File: src/sv/ptc_pkg.sv
package ptc_pkg;

  localparam int unsigned RawW  = 20;
  localparam int unsigned WordW = 32;
  localparam int unsigned IdxW  = 2;
  localparam int unsigned CfgW  = 64;

  typedef enum logic [IdxW-1:0] {
    REG_TEMP_CAL  = 2'd0,
    REG_PRESS_LO  = 2'd1,
    REG_PRESS_HI  = 2'd2,
    REG_PRESS_P9  = 2'd3
  } reg_idx_e;

  localparam logic [WordW-1:0] PressOffset = 32'd64000;
  localparam logic [WordW-1:0] PressFull   = 32'd1048576;
  localparam logic [WordW-1:0] PressScale  = 32'd3125;
  localparam logic [WordW-1:0] HalfRange   = 32'h8000_0000;
  localparam logic [WordW-1:0] DivBias     = 32'd32768;
  localparam logic [WordW-1:0] TempRound   = 32'd128;

  typedef struct packed {
    logic [15:0] t1;
    logic [31:0] t2;
    logic [31:0] t3;
    logic [15:0] p1;
    logic [31:0] p2;
    logic [31:0] p3;
    logic [31:0] p4;
    logic [31:0] p5;
    logic [31:0] p6;
    logic [31:0] p7;
    logic [31:0] p8;
    logic [31:0] p9;
  } coef_t;

  // Wrapping 32-bit multiply.
  function automatic logic [WordW-1:0] mul32(input logic [WordW-1:0] x,
                                             input logic [WordW-1:0] y);
    logic [2*WordW-1:0] full;
    full = x * y;
    return full[WordW-1:0];
  endfunction

  function automatic logic [WordW-1:0] sar(input logic [WordW-1:0] x,
                                           input int unsigned n);
    return WordW'($signed(x) >>> n);
  endfunction

endpackage

File: src/sv/ptc_cfg.sv
module ptc_cfg
  import ptc_pkg::*;
(
  input  logic            clk_i,
  input  logic            rst_ni,
  input  logic            cfg_valid,
  output logic            cfg_ready,
  input  logic [IdxW-1:0] cfg_index_i,
  input  logic [CfgW-1:0] cfg_data_i,
  output coef_t           coef_o
);

  logic [47:0] tcal_q;
  logic [63:0] plo_q, phi_q;
  logic [15:0] p9_q;

  assign cfg_ready = 1'b1;

  always_ff @(posedge clk_i or negedge rst_ni) begin
    if (!rst_ni) begin
      tcal_q <= '0;
      plo_q  <= '0;
      phi_q  <= '0;
      p9_q   <= '0;
    end else if (cfg_valid) begin
      case (reg_idx_e'(cfg_index_i))
        REG_TEMP_CAL: tcal_q <= cfg_data_i[47:0];
        REG_PRESS_LO: plo_q  <= cfg_data_i;
        REG_PRESS_HI: phi_q  <= cfg_data_i;
        REG_PRESS_P9: p9_q   <= cfg_data_i[15:0];
        default: ;
      endcase
    end
  end

  always_comb begin
    coef_o.t1 = tcal_q[15:0];
    coef_o.t2 = {{16{tcal_q[31]}}, tcal_q[31:16]};
    coef_o.t3 = {{16{tcal_q[47]}}, tcal_q[47:32]};
    coef_o.p1 = plo_q[15:0];
    coef_o.p2 = {{16{plo_q[31]}}, plo_q[31:16]};
    coef_o.p3 = {{16{plo_q[47]}}, plo_q[47:32]};
    coef_o.p4 = {{16{plo_q[63]}}, plo_q[63:48]};
    coef_o.p5 = {{16{phi_q[15]}}, phi_q[15:0]};
    coef_o.p6 = {{16{phi_q[31]}}, phi_q[31:16]};
    coef_o.p7 = {{16{phi_q[47]}}, phi_q[47:32]};
    coef_o.p8 = {{16{phi_q[63]}}, phi_q[63:48]};
    coef_o.p9 = {{16{p9_q[15]}}, p9_q};
  end

endmodule

File: config.mk
export PLATFORM = sky130hd
export DESIGN_NAME = ptc_cfg
export DESIGN_NICKNAME = d
export VERILOG_FILES = /design/src/sv/ptc_pkg.sv /design/src/sv/ptc_cfg.sv
export SDC_FILE = /design/constraint.sdc
export NUM_CORES = 1
export LEC_CHECK = 0
export ABC_AREA = 1
export BUFFER_PORTS_ARGS = -buffer_cell sky130_fd_sc_hd__buf_2
export CAP_MARGIN = 30
export CORE_AREA = 4 4 162 164
export CTS_BUF_LIST = sky130_fd_sc_hd__clkbuf_2
export CTS_CLUSTER_SIZE = 16
export DETAILED_ROUTE_END_ITERATION = 8
export DIE_AREA = 0 0 166 168
export PLACE_DENSITY = 0.64
export SLEW_MARGIN = 15
export SYNTH_ARGS = -nofsm -noshare
export SYNTH_HDL_FRONTEND = slang
export SYNTH_SLANG_ARGS = --single-unit
File: constraint.sdc
create_clock -name clk_i -period 1.3 [get_ports clk_i]
set_clock_uncertainty 0.15 [all_clocks]
set_input_delay 0.195 -clock clk_i [delete_from_list [all_inputs] [get_ports clk_i]]
set_output_delay 0.195 -clock clk_i [all_outputs]
set_load 0.005 [all_outputs]
==> flow_metrics.env <==
export IMPL_cts_sinks=192
export IMPL_wl_um=32370
export IMPL_clkTransAtPathRegs_ps=300
export IMPL_first_pass_iters=5
export IMPL_synth_distinct_cells=13
export IMPL_die_w_um=166
export IMPL_final_nets=1562
export IMPL_setup_viol=353
export IMPL_portBuffers=420
export IMPL_clkLatencyLatePin_ps=720
export IMPL_combPwrFrac_pct=33.8
export IMPL_hold_path_class="in -> reg"
export IMPL_fin_ws_ps=-546.2
export IMPL_seq_power_share_pct=45.8
export IMPL_p_sw_mw=5.413
export IMPL_drc_errors=0
export IMPL_setup_tns_ps=-152860
export IMPL_cpPeakStageDelay_ps=500
export IMPL_drt_initial_drc_count=826
export IMPL_p_int_mw=11.01
export IMPL_start_kind="flop"
export IMPL_grt_max_degree=54
export IMPL_syn_nets=1083
export IMPL_hold_violations=0
export IMPL_swShare_pct=32.96
export IMPL_areaGrowthSynthToFinish_pct=46.13
export IMPL_fin_crit_ps=1846
export IMPL_wl_per_cell_um=17.61
export IMPL_yosysWarningCount=0
export IMPL_status="finished, violations left"
export IMPL_synth_seq_cells=192
export IMPL_gp_congestion=0.8223
export IMPL_syn_area_per_cell_um2=8.924
export IMPL_num_vias=8964
export IMPL_core_area_um2=24890
export IMPL_p_total_mw=16.42
export IMPL_cts_made_buffers=17
export IMPL_netlist_area_um2=9049
export IMPL_report_final_slew_viol_count=0
export IMPL_dieArea_um2=27890
export IMPL_cp_end_kind="output port"
export IMPL_grt_util_all_layers_pct=21.67
export IMPL_maxCapViolCount=0
export IMPL_die_h_um=168
export IMPL_max_freq_mhz=541.6
export IMPL_via_per_inst=4.877
export IMPL_power_leakage_nw=7.474
export IMPL_htree_levels=4
export IMPL_slowest_stage="dfrtp_2"
export IMPL_fin_crit_sh_pct=142.0
export IMPL_criticalPathCategory="reg -> out"
export IMPL_dp_hpwl_um=19490
export IMPL_cts_root_buffer_cell="clkbuf_2"
export IMPL_nFillCells=2212
export IMPL_grt_ovfl_total=0
export IMPL_rows=58
export IMPL_path_cells="buf_6 -> buf_2"
export IMPL_violations="setup timing"
export IMPL_cts_tree="yes"
export IMPL_hold_slack_ps=107.4
export IMPL_max_vdd_ir_drop_mv=0.5895
export IMPL_pwr_share_clk_pct=20.5
export IMPL_ys_seq_area_share_pct=53.10
export IMPL_synthCells=1014
export IMPL_first_global_vias=8684
export IMPL_cp_data_required_time_ps=950
export IMPL_drive_gt1_share_pct=41.30
export IMPL_io_pins=422
export IMPL_start_util_pct=36.35
export IMPL_grt_setup_unrepaired="true"
export IMPL_p_per_area_nw_per_um2=1242
export IMPL_grt_pass1_wl_um=49280
export IMPL_drt_antenna_violating_nets=0
export IMPL_arrival_ps=1500
export IMPL_clock_path_buffers=2
export IMPL_antenna_found_initial=1
export IMPL_crit_fanout=9
==> final timing paths <==
check	startpoint	cells after the start	end	slack, ps
setup / recovery	p9_q[15]	2	coef_o[30]	-550
hold / removal	cfg_data_i[22]	4	plo_q[22]	110
setup reg to reg	phi_q[47]	6	phi_q[47]	-60
hold reg to reg	plo_q[34]	2	plo_q[34]	360
max in group asynchronous	rst_ni	4	phi_q[47]	130
min in group asynchronous	rst_ni	3	phi_q[30]	280
==> Yosys cell counts (all sizes together) <==
cell	number	share of area [%]
buf	235	18
conb	1	0.041
nand2	385	16
clkbuf	3	0.12
nor2	1	0.069
nand3	51	3.0
dfrtp	192	53
nand4	144	10
inv	2	0.083
==> power groups by stage <==
stage / logic [mW] / registers, mW / clock network, mW
6_report: 5.54 / 7.52 / 3.36
5_1_grt: 6.05 / 7.63 / 3.73
4_1_cts: 4.86 / 7.53 / 3.49
3_5_place_dp: 3.88 / 7.70 / 0
3_3_place_gp: 3.82 / 7.69 / 0
2_1_floorplan: 2.29 / 7.76 / 0
==> cells in the final DEF, fill, tap and decap left out <==
cell and count:
nand4_1 144, clkbuf_2 18, conb_1 1, diode_2 2, buf_12 19, nor2_4 1
clkinv_1 1, dfrtp_2 10, buf_2 379, nand3_2 1, bufinv_16 3, buf_6 58
buf_4 117, nand3_4 2, dfrtp_1 182, inv_2 2, inv_6 4, clkinv_4 2
nand2_2 1, clkinv_2 1, clkinvlp_4 2, dlygate4sd3_1 124, clkbuf_8 1, inv_8 1
nand3_1 48, nand2_1 384
==> kinds of logic (layout without fill, tap and decap cells) <==
kind of cell,after synthesis,in the layout,share of synthesized area [%]
simple gates,581,581,28.98
buf+inv,240,732,17.88
flops,192,192,53.10
other cells,1,3,0.04144
==> state kept, by name, summed over array words and instances (netlist names) <==
register / flops
p9_q: 16
phi_q: 64
plo_q: 64
tcal_q: 48
==> stage by stage <==
step           std cells  setup slack (ps)  instance area (µm²)  util [%]
3_5_place_dp        1560             63.10                10490     42.14
5_1_grt             1838            -718.4                13220     53.12
6_report            1838            -546.2                13220     53.12
3_3_place_gp        1560             93.01                10490     42.14
4_1_cts             1774            -632.3                12570     50.51
2_1_floorplan       1014             195.0                 9049         -
==> what timing repair did <==
| action | in CTS | in global routing |
|---|---|---|
| buffers inserted | 61 | 55 |
| endpoints found under the setup margin | 352 | 352 |
| gates resized for setup | 43 | 39 |
| endpoints found under the hold margin | 384 | 5 |
| hold buffers | 119 | 5 |
| gates cloned | 2 | 2 |
==> final cells by class <==
cell class / count / area, µm² / area share [%]
Antenna cell: 2 / 5.005 / 0.03785
Clock buffer: 18 / 90.09 / 0.6813
Clock inverter: 14 / 177.7 / 1.344
Inverter: 2 / 7.507 / 0.05678
Multi-Input combinational cell: 582 / 2649 / 20.03
Sequential cell: 192 / 4817 / 36.43
Tap cell: 330 / 412.9 / 3.123
Timing Repair Buffer: 698 / 5064 / 38.29
==> critical path, delay by kind of cell (launching register included) <==
| family | cells | cell delay (ps) |
|---|---|---|
| DFF | 1 | 500 |
| buffers and inverters | 2 | 270 |
==> layer usage <==
layer,GRT usage (%),wire [µm]
met4,7.999,1035
met3,5.776,2301
met5,0,0
met2,37.13,16310
met1,26.38,12720
Power figures use the tool's default switching activity.
