<file path="config.mk">
export PLATFORM = sky130hd
export DESIGN_NAME = ptc_div
export DESIGN_NICKNAME = d
export VERILOG_FILES = /design/src/sv/ptc_pkg.sv /design/src/sv/ptc_div.sv
export SDC_FILE = /design/constraint.sdc
export NUM_CORES = 2
export LEC_CHECK = 0
export BUFFER_PORTS_ARGS = -buffer_cell sky130_fd_sc_hd__buf_4
export CAP_MARGIN = 20
export CORE_ASPECT_RATIO = 1.1
export CORE_MARGIN = 4
export CORE_UTILIZATION = 60
export DETAILED_ROUTE_END_ITERATION = 8
export PLACE_DENSITY = 0.86
export SETUP_SLACK_MARGIN = 0.4
export SYNTH_ARGS = -nofsm -noshare
export SYNTH_HDL_FRONTEND = slang
export SYNTH_SLANG_ARGS = --single-unit
</file>
<file path="constraint.sdc">
create_clock -name clk_i -period 6.2 [get_ports clk_i]
set_input_delay 0.31 -clock clk_i [delete_from_list [all_inputs] [get_ports clk_i]]
set_output_delay 0.31 -clock clk_i [all_outputs]
set_load 0.05 [all_outputs]
</file>
<file path="src/sv/ptc_pkg.sv">
package ptc_pkg;

  localparam int unsigned RawW  = 20;
  localparam int unsigned WordW = 32;
  localparam int unsigned IdxW  = 2;
  localparam int unsigned CfgW  = 64;

  typedef enum logic [IdxW-1:0] {
    REG_TEMP_CAL  = 2'd0,
    REG_PRESS_LO  = 2'd1,
    REG_PRESS_HI  = 2'd2,
    REG_PRESS_P9  = 2'd3
  } reg_idx_e;

  localparam logic [WordW-1:0] PressOffset = 32'd64000;
  localparam logic [WordW-1:0] PressFull   = 32'd1048576;
  localparam logic [WordW-1:0] PressScale  = 32'd3125;
  localparam logic [WordW-1:0] HalfRange   = 32'h8000_0000;
  localparam logic [WordW-1:0] DivBias     = 32'd32768;
  localparam logic [WordW-1:0] TempRound   = 32'd128;

  typedef struct packed {
    logic [15:0] t1;
    logic [31:0] t2;
    logic [31:0] t3;
    logic [15:0] p1;
    logic [31:0] p2;
    logic [31:0] p3;
    logic [31:0] p4;
    logic [31:0] p5;
    logic [31:0] p6;
    logic [31:0] p7;
    logic [31:0] p8;
    logic [31:0] p9;
  } coef_t;

  // Wrapping 32-bit multiply.
  function automatic logic [WordW-1:0] mul32(input logic [WordW-1:0] x,
                                             input logic [WordW-1:0] y);
    logic [2*WordW-1:0] full;
    full = x * y;
    return full[WordW-1:0];
  endfunction

  function automatic logic [WordW-1:0] sar(input logic [WordW-1:0] x,
                                           input int unsigned n);
    return WordW'($signed(x) >>> n);
  endfunction

endpackage

</file>
<file path="src/sv/ptc_div.sv">
// Pipelined restoring divider, one quotient bit per stage; carries side data.
module ptc_div
  import ptc_pkg::*;
#(
  parameter int unsigned SideW = 1
) (
  input  logic             clk_i,
  input  logic             rst_ni,
  input  logic             en_i,
  input  logic             valid_i,
  input  logic [WordW-1:0] num_i,
  input  logic [WordW-1:0] den_i,
  input  logic [SideW-1:0] side_i,
  output logic             valid_o,
  output logic [WordW-1:0] quo_o,
  output logic [SideW-1:0] side_o
);

  logic [WordW-1:0] num_q [WordW+1];
  logic [WordW:0]   rem_q [WordW+1];
  logic [WordW-1:0] den_q [WordW+1];
  logic [SideW-1:0] side_q [WordW+1];
  logic             vld_q [WordW+1];

  always_comb begin
    num_q[0]  = num_i;
    rem_q[0]  = '0;
    den_q[0]  = den_i;
    side_q[0] = side_i;
    vld_q[0]  = valid_i;
  end

  for (genvar s = 0; s < WordW; s++) begin : g_stage
    logic [WordW:0]   sh;
    logic [WordW+1:0] df;
    assign sh = {rem_q[s][WordW-1:0], num_q[s][WordW-1]};
    assign df = {1'b0, sh} - {2'b00, den_q[s]};

    always_ff @(posedge clk_i or negedge rst_ni) begin
      if (!rst_ni) begin
        vld_q[s+1] <= 1'b0;
      end else if (en_i) begin
        vld_q[s+1] <= vld_q[s];
      end
    end

    always_ff @(posedge clk_i) begin
      if (en_i) begin
        den_q[s+1]  <= den_q[s];
        side_q[s+1] <= side_q[s];
        if (!df[WordW+1]) begin
          rem_q[s+1] <= df[WordW:0];
          num_q[s+1] <= {num_q[s][WordW-2:0], 1'b1};
        end else begin
          rem_q[s+1] <= sh;
          num_q[s+1] <= {num_q[s][WordW-2:0], 1'b0};
        end
      end
    end
  end

  assign valid_o = vld_q[WordW];
  assign quo_o   = num_q[WordW];
  assign side_o  = side_q[WordW];

endmodule

</file>
==> key figures <==
Job
  – Max Cap Violations: 0

GRT
  – Antenna violations before repair: 11
  – Largest net degree at the start of global routing: about 200
  – Total GRT Usage: 25.3%
  – Vias in the first global route: 99400
  – Total gr overflow: 0
  – First-pass GRT wire length: 527 mm

Worst setup path
  – Req. time, crit path: just under 7000 ps
  – CP Class: register to register
  – R2r setup slk: 1130 ps
  – Worst-path cell with the longest stage delay: a21boi_1
  – Critical path launch point type: register
  – Crit path arrival time: 5680 ps
  – R2r startpoint: g_stage[29].sh[8]$_DFFE_PP_
  – Critical path origin: g_stage[29].sh[8]$_DFFE_PP_
  – Crit-path cells: ha_1 > a2111oi_0 > nand3_1 > a21oi_1 > o21ai_1 > a211oi_2 > o41ai_1 > a41oi_1 > o21bai_1 > a21boi_1 > inv_2 > mux2_1
  – Worst Path Max Fanout: 30
  – Crit path capture: g_stage[30].sh[8]$_DFFE_PP_
  – R2R depth: 12
  – Worst setup EP type: register
  – Reg2reg end: g_stage[30].sh[8]$_DFFE_PP_
  – Worst path max stage delay: a little over 700 ps

Power and ir drop
  – Total power: 87.7 mW
  – Lkg Pwr: 67.6 nW
  – Power Density: about 520 nW/um2
  – Max IR drop VDD: 392 uV
  – Sequential power share: 37.0%
  – Clock share of power: 21.3%
  – Combinational share of power: 41.7%
  – Internal: 56.2 mW
  – Sw Ratio: 35.9%
  – NetSw: 31.4 mW

Synthesis
  – Post-synth design cell area: 153000 um2
  – Synth Register Bits: 3072
  – Ranking of synthesized cells by area: edfxtp_1 (60%), ha_1 (8.1%), a21oi_1 (3.1%)
  – Post-synth ARST share: 1.04%
  – Top cell type's share of synthesized area: 59.8%
  – Sequential-to-total area share from yosys stat: 60.3%
  – Post-synth EDFFs: 3040
  – Synth warn: 0
  – Yosys cell types: 90
  – Avg Cell Area, Syn: 12.6 um2
  – Predominant post-synthesis flop cell: edfxtp_1
  – Post-Syn Instances: 12100
  – Synth area leader: edfxtp_1

Route
  – DR DRC count: 0
  – Vias/cell: approximately 6
  – Routed length per placed instance: ~21 um
  – Antenna-violating nets left: 0
  – Initial drt markers: slightly below 7000
  – Vias: 95400
  – 1st-pass router iterations: 8
  – Wirelength, routed: 337 mm

CTS
  – CTS max path bufs: 4
  – Reg clk slew, reported paths: 60 ps
  – Number of clock sinks: 3072
  – H-tree depth: 5
  – Post-CTS sizing: 0
  – TritonCTS clock tree: done
  – TritonCTS Buffers: 322
  – Clk Latency, worst-skew pair: ~890 ps
  – Root Buffer: clkbuf_16

Placed design
  – Port Buffers: 102
  – Post-DP HPWL: 242 mm
  – Final GP Congestion: 0.959

Timing
  – Max Slew Vio Count: 0
  – Final min period: between 5000 and 6000 ps
  – FMAX: roughly 0.20 GHz
  – Final period util: a little over 80%
  – Final setup fails: 0
  – Fin Setup TNS: 0 ps
  – Clk_skew: approximately 53 ps
  – Max transition margin: 17.4%
  – Slew @ Worst Pin: 1240 ps
  – Final hold violation count: 0
  – Unrepaired setup endpoints after global routing: false

Final layout
  – Ratio of cells with drive above 1 in the final layout: 8.90%
  – NumNets Final: 13600
  – Synthesis-to-finish area growth: 10.3%

Run status
  – Status: finished clean

Floorplanning
  – Initial core utilization: 60.5%
  – I/O pin cnt: 103
  – Die width: about 490 um
  – Die H: 537 um
  – Core Footprint: 252000 um2
  – Full die area: between 200000 and 300000 um2
  – FP Rows: 193

Hold path
  – Worst hold-check path type: primary input to register
[worst min-delay path by stage]
stage | start | to | depth (start not counted)
floorplan | rst_ni | valid_o$_DFFE_PN0P_ | 0
global placement | rst_ni | valid_o$_DFFE_PN0P_ | 1
detailed placement | rst_ni | vld_q[1]$_DFFE_PN0P_ | 1
CTS | num_i[2] | num_q[995]$_DFFE_PP_ | 2
global route | num_i[3] | num_q[996]$_DFFE_PP_ | 2
finish | den_i[20] | den_q[1012]$_DFFE_PP_ | 2
[flip-flops by register name (all words and copies together) (netlist names)]
signal and count:
den_q 992, num_q 961, valid_o 1, side_o 1
quo_o 32, vld_q 31, side_q 31, g_stage.sh 1023
[kinds of logic (layout without fill, tap and decap cells)]
logic type	Yosys count	after routing	share of synthesized area, %
AO/OA/AOI/OAI	3045	3045	12.5
XOR/XNOR	786	786	4.51
adder cells (fa/ha/maj)	1023	1023	8.53
buffers and inverters	1506	2083	3.84
flip-flops	3072	3072	60.3
multiplexers	464	464	3.40
other	1	51	0.00246
AND/OR/NAND/NOR	2248	2248	6.86
[stage by stage]
step	std cells	hold slack, ps	area, um2	util, %	setup WS [ps]
after floorplan	12200	14.4	153000	-	2470
after detailed placement	15400	265	158000	62.4	1070
after CTS	16100	83.2	168000	66.7	1040
final	16100	150	168000	66.7	1130
after global routing	16100	108	168000	66.7	841
after global placement	15400	249	157000	62.4	1120
[power groups by stage]
stage / registers [mW] / logic (mW) / clock network (mW)
6_report: 32.4 / 36.6 / 18.7
5_1_grt: 32.8 / 40.3 / 20.0
4_1_cts: 32.4 / 36.3 / 19.1
3_5_place_dp: 32.8 / 35.8 / 0
3_3_place_gp: 32.6 / 34.4 / 0
2_1_floorplan: 31.4 / 27.6 / 0
[area by class of cell]
type                            instances  area, um2
Inverter                             1253       4700
Antenna cell                           36       90.1
Tap cell                             3315       4150
Clock inverter                        176       1680
Timing Repair Buffer                  261       2410
Clock buffer                          393       8420
Fill cell                           17400      83900
Multi-Input combinational cell       7581      54900
Sequential cell                      3072      92100
[cells in the final DEF (no fill, tap or decap), types with 36 or more instances in the layout]
cell type / count
nand2b_1: 144
nor2b_1: 130
diode_2: 36
a21o_1: 466
a211oi_1: 88
o31ai_1: 74
and3_1: 68
and2_1: 43
clkbuf_16: 326
inv_1: 1250
nor3_1: 127
o211ai_1: 45
clkbuf_1: 66
nand4_1: 81
o21ai_0: 709
xor2_1: 298
a31oi_1: 89
a21oi_1: 954
nand3_1: 145
ha_1: 993
dlygate4sd3_1: 69
mux2_2: 403
edfxtp_1: 3040
xnor2_1: 488
nand2_1: 694
clkinv_2: 40
o21bai_1: 119
buf_4: 168
nor2_1: 659
o21a_1: 114
clkinv_1: 70
[routing by layer]
layer	share of wire, %	track usage (%)
met1	34	25.1
met2	55	49.5
met3	3.7	3.18
met4	6.8	15.1
met5	0	0
[what timing repair did]
action / 4_1_cts / 5_1_grt
buffers inserted: 0 / 0
hold buffers: 70 / 0
endpoints found under the hold margin: 118 / 0
[synthesized netlist by cell type (28+ instances only)]
cell / instances
a2111oi_0: 34
or2_2: 31
a211o_1: 32
buf_4: 36
nand3_1: 145
dfrtp_1: 32
nand2b_1: 144
nor2_1: 662
a21oi_1: 954
nand4_1: 81
a211oi_1: 88
mux2_2: 403
nor3_1: 130
and2_1: 44
o31ai_1: 75
o21a_1: 115
and3_1: 68
xnor2_1: 488
inv_1: 1250
clkbuf_1: 162
o21ai_0: 710
nand2_1: 694
nor2b_1: 130
buf_2: 44
mux2_1: 28
fa_1: 30
o21bai_1: 119
xor2_1: 298
a21boi_0: 28
mux2i_1: 33
a21o_1: 466
or3_1: 34
o211ai_1: 45
a31oi_1: 89
edfxtp_1: 3040
ha_1: 993
[worst max-delay path: cells and delay by family (launching register included)]
family | cells | cell delay [ps]
fa+ha+maj | 1 | 370
flops | 1 | 410
simple gates | 1 | 130
buf+inv | 1 | 540
mux | 1 | 470
compound gates | 8 | 2850
No activity file was read; power rests on OpenSTA's default activity.
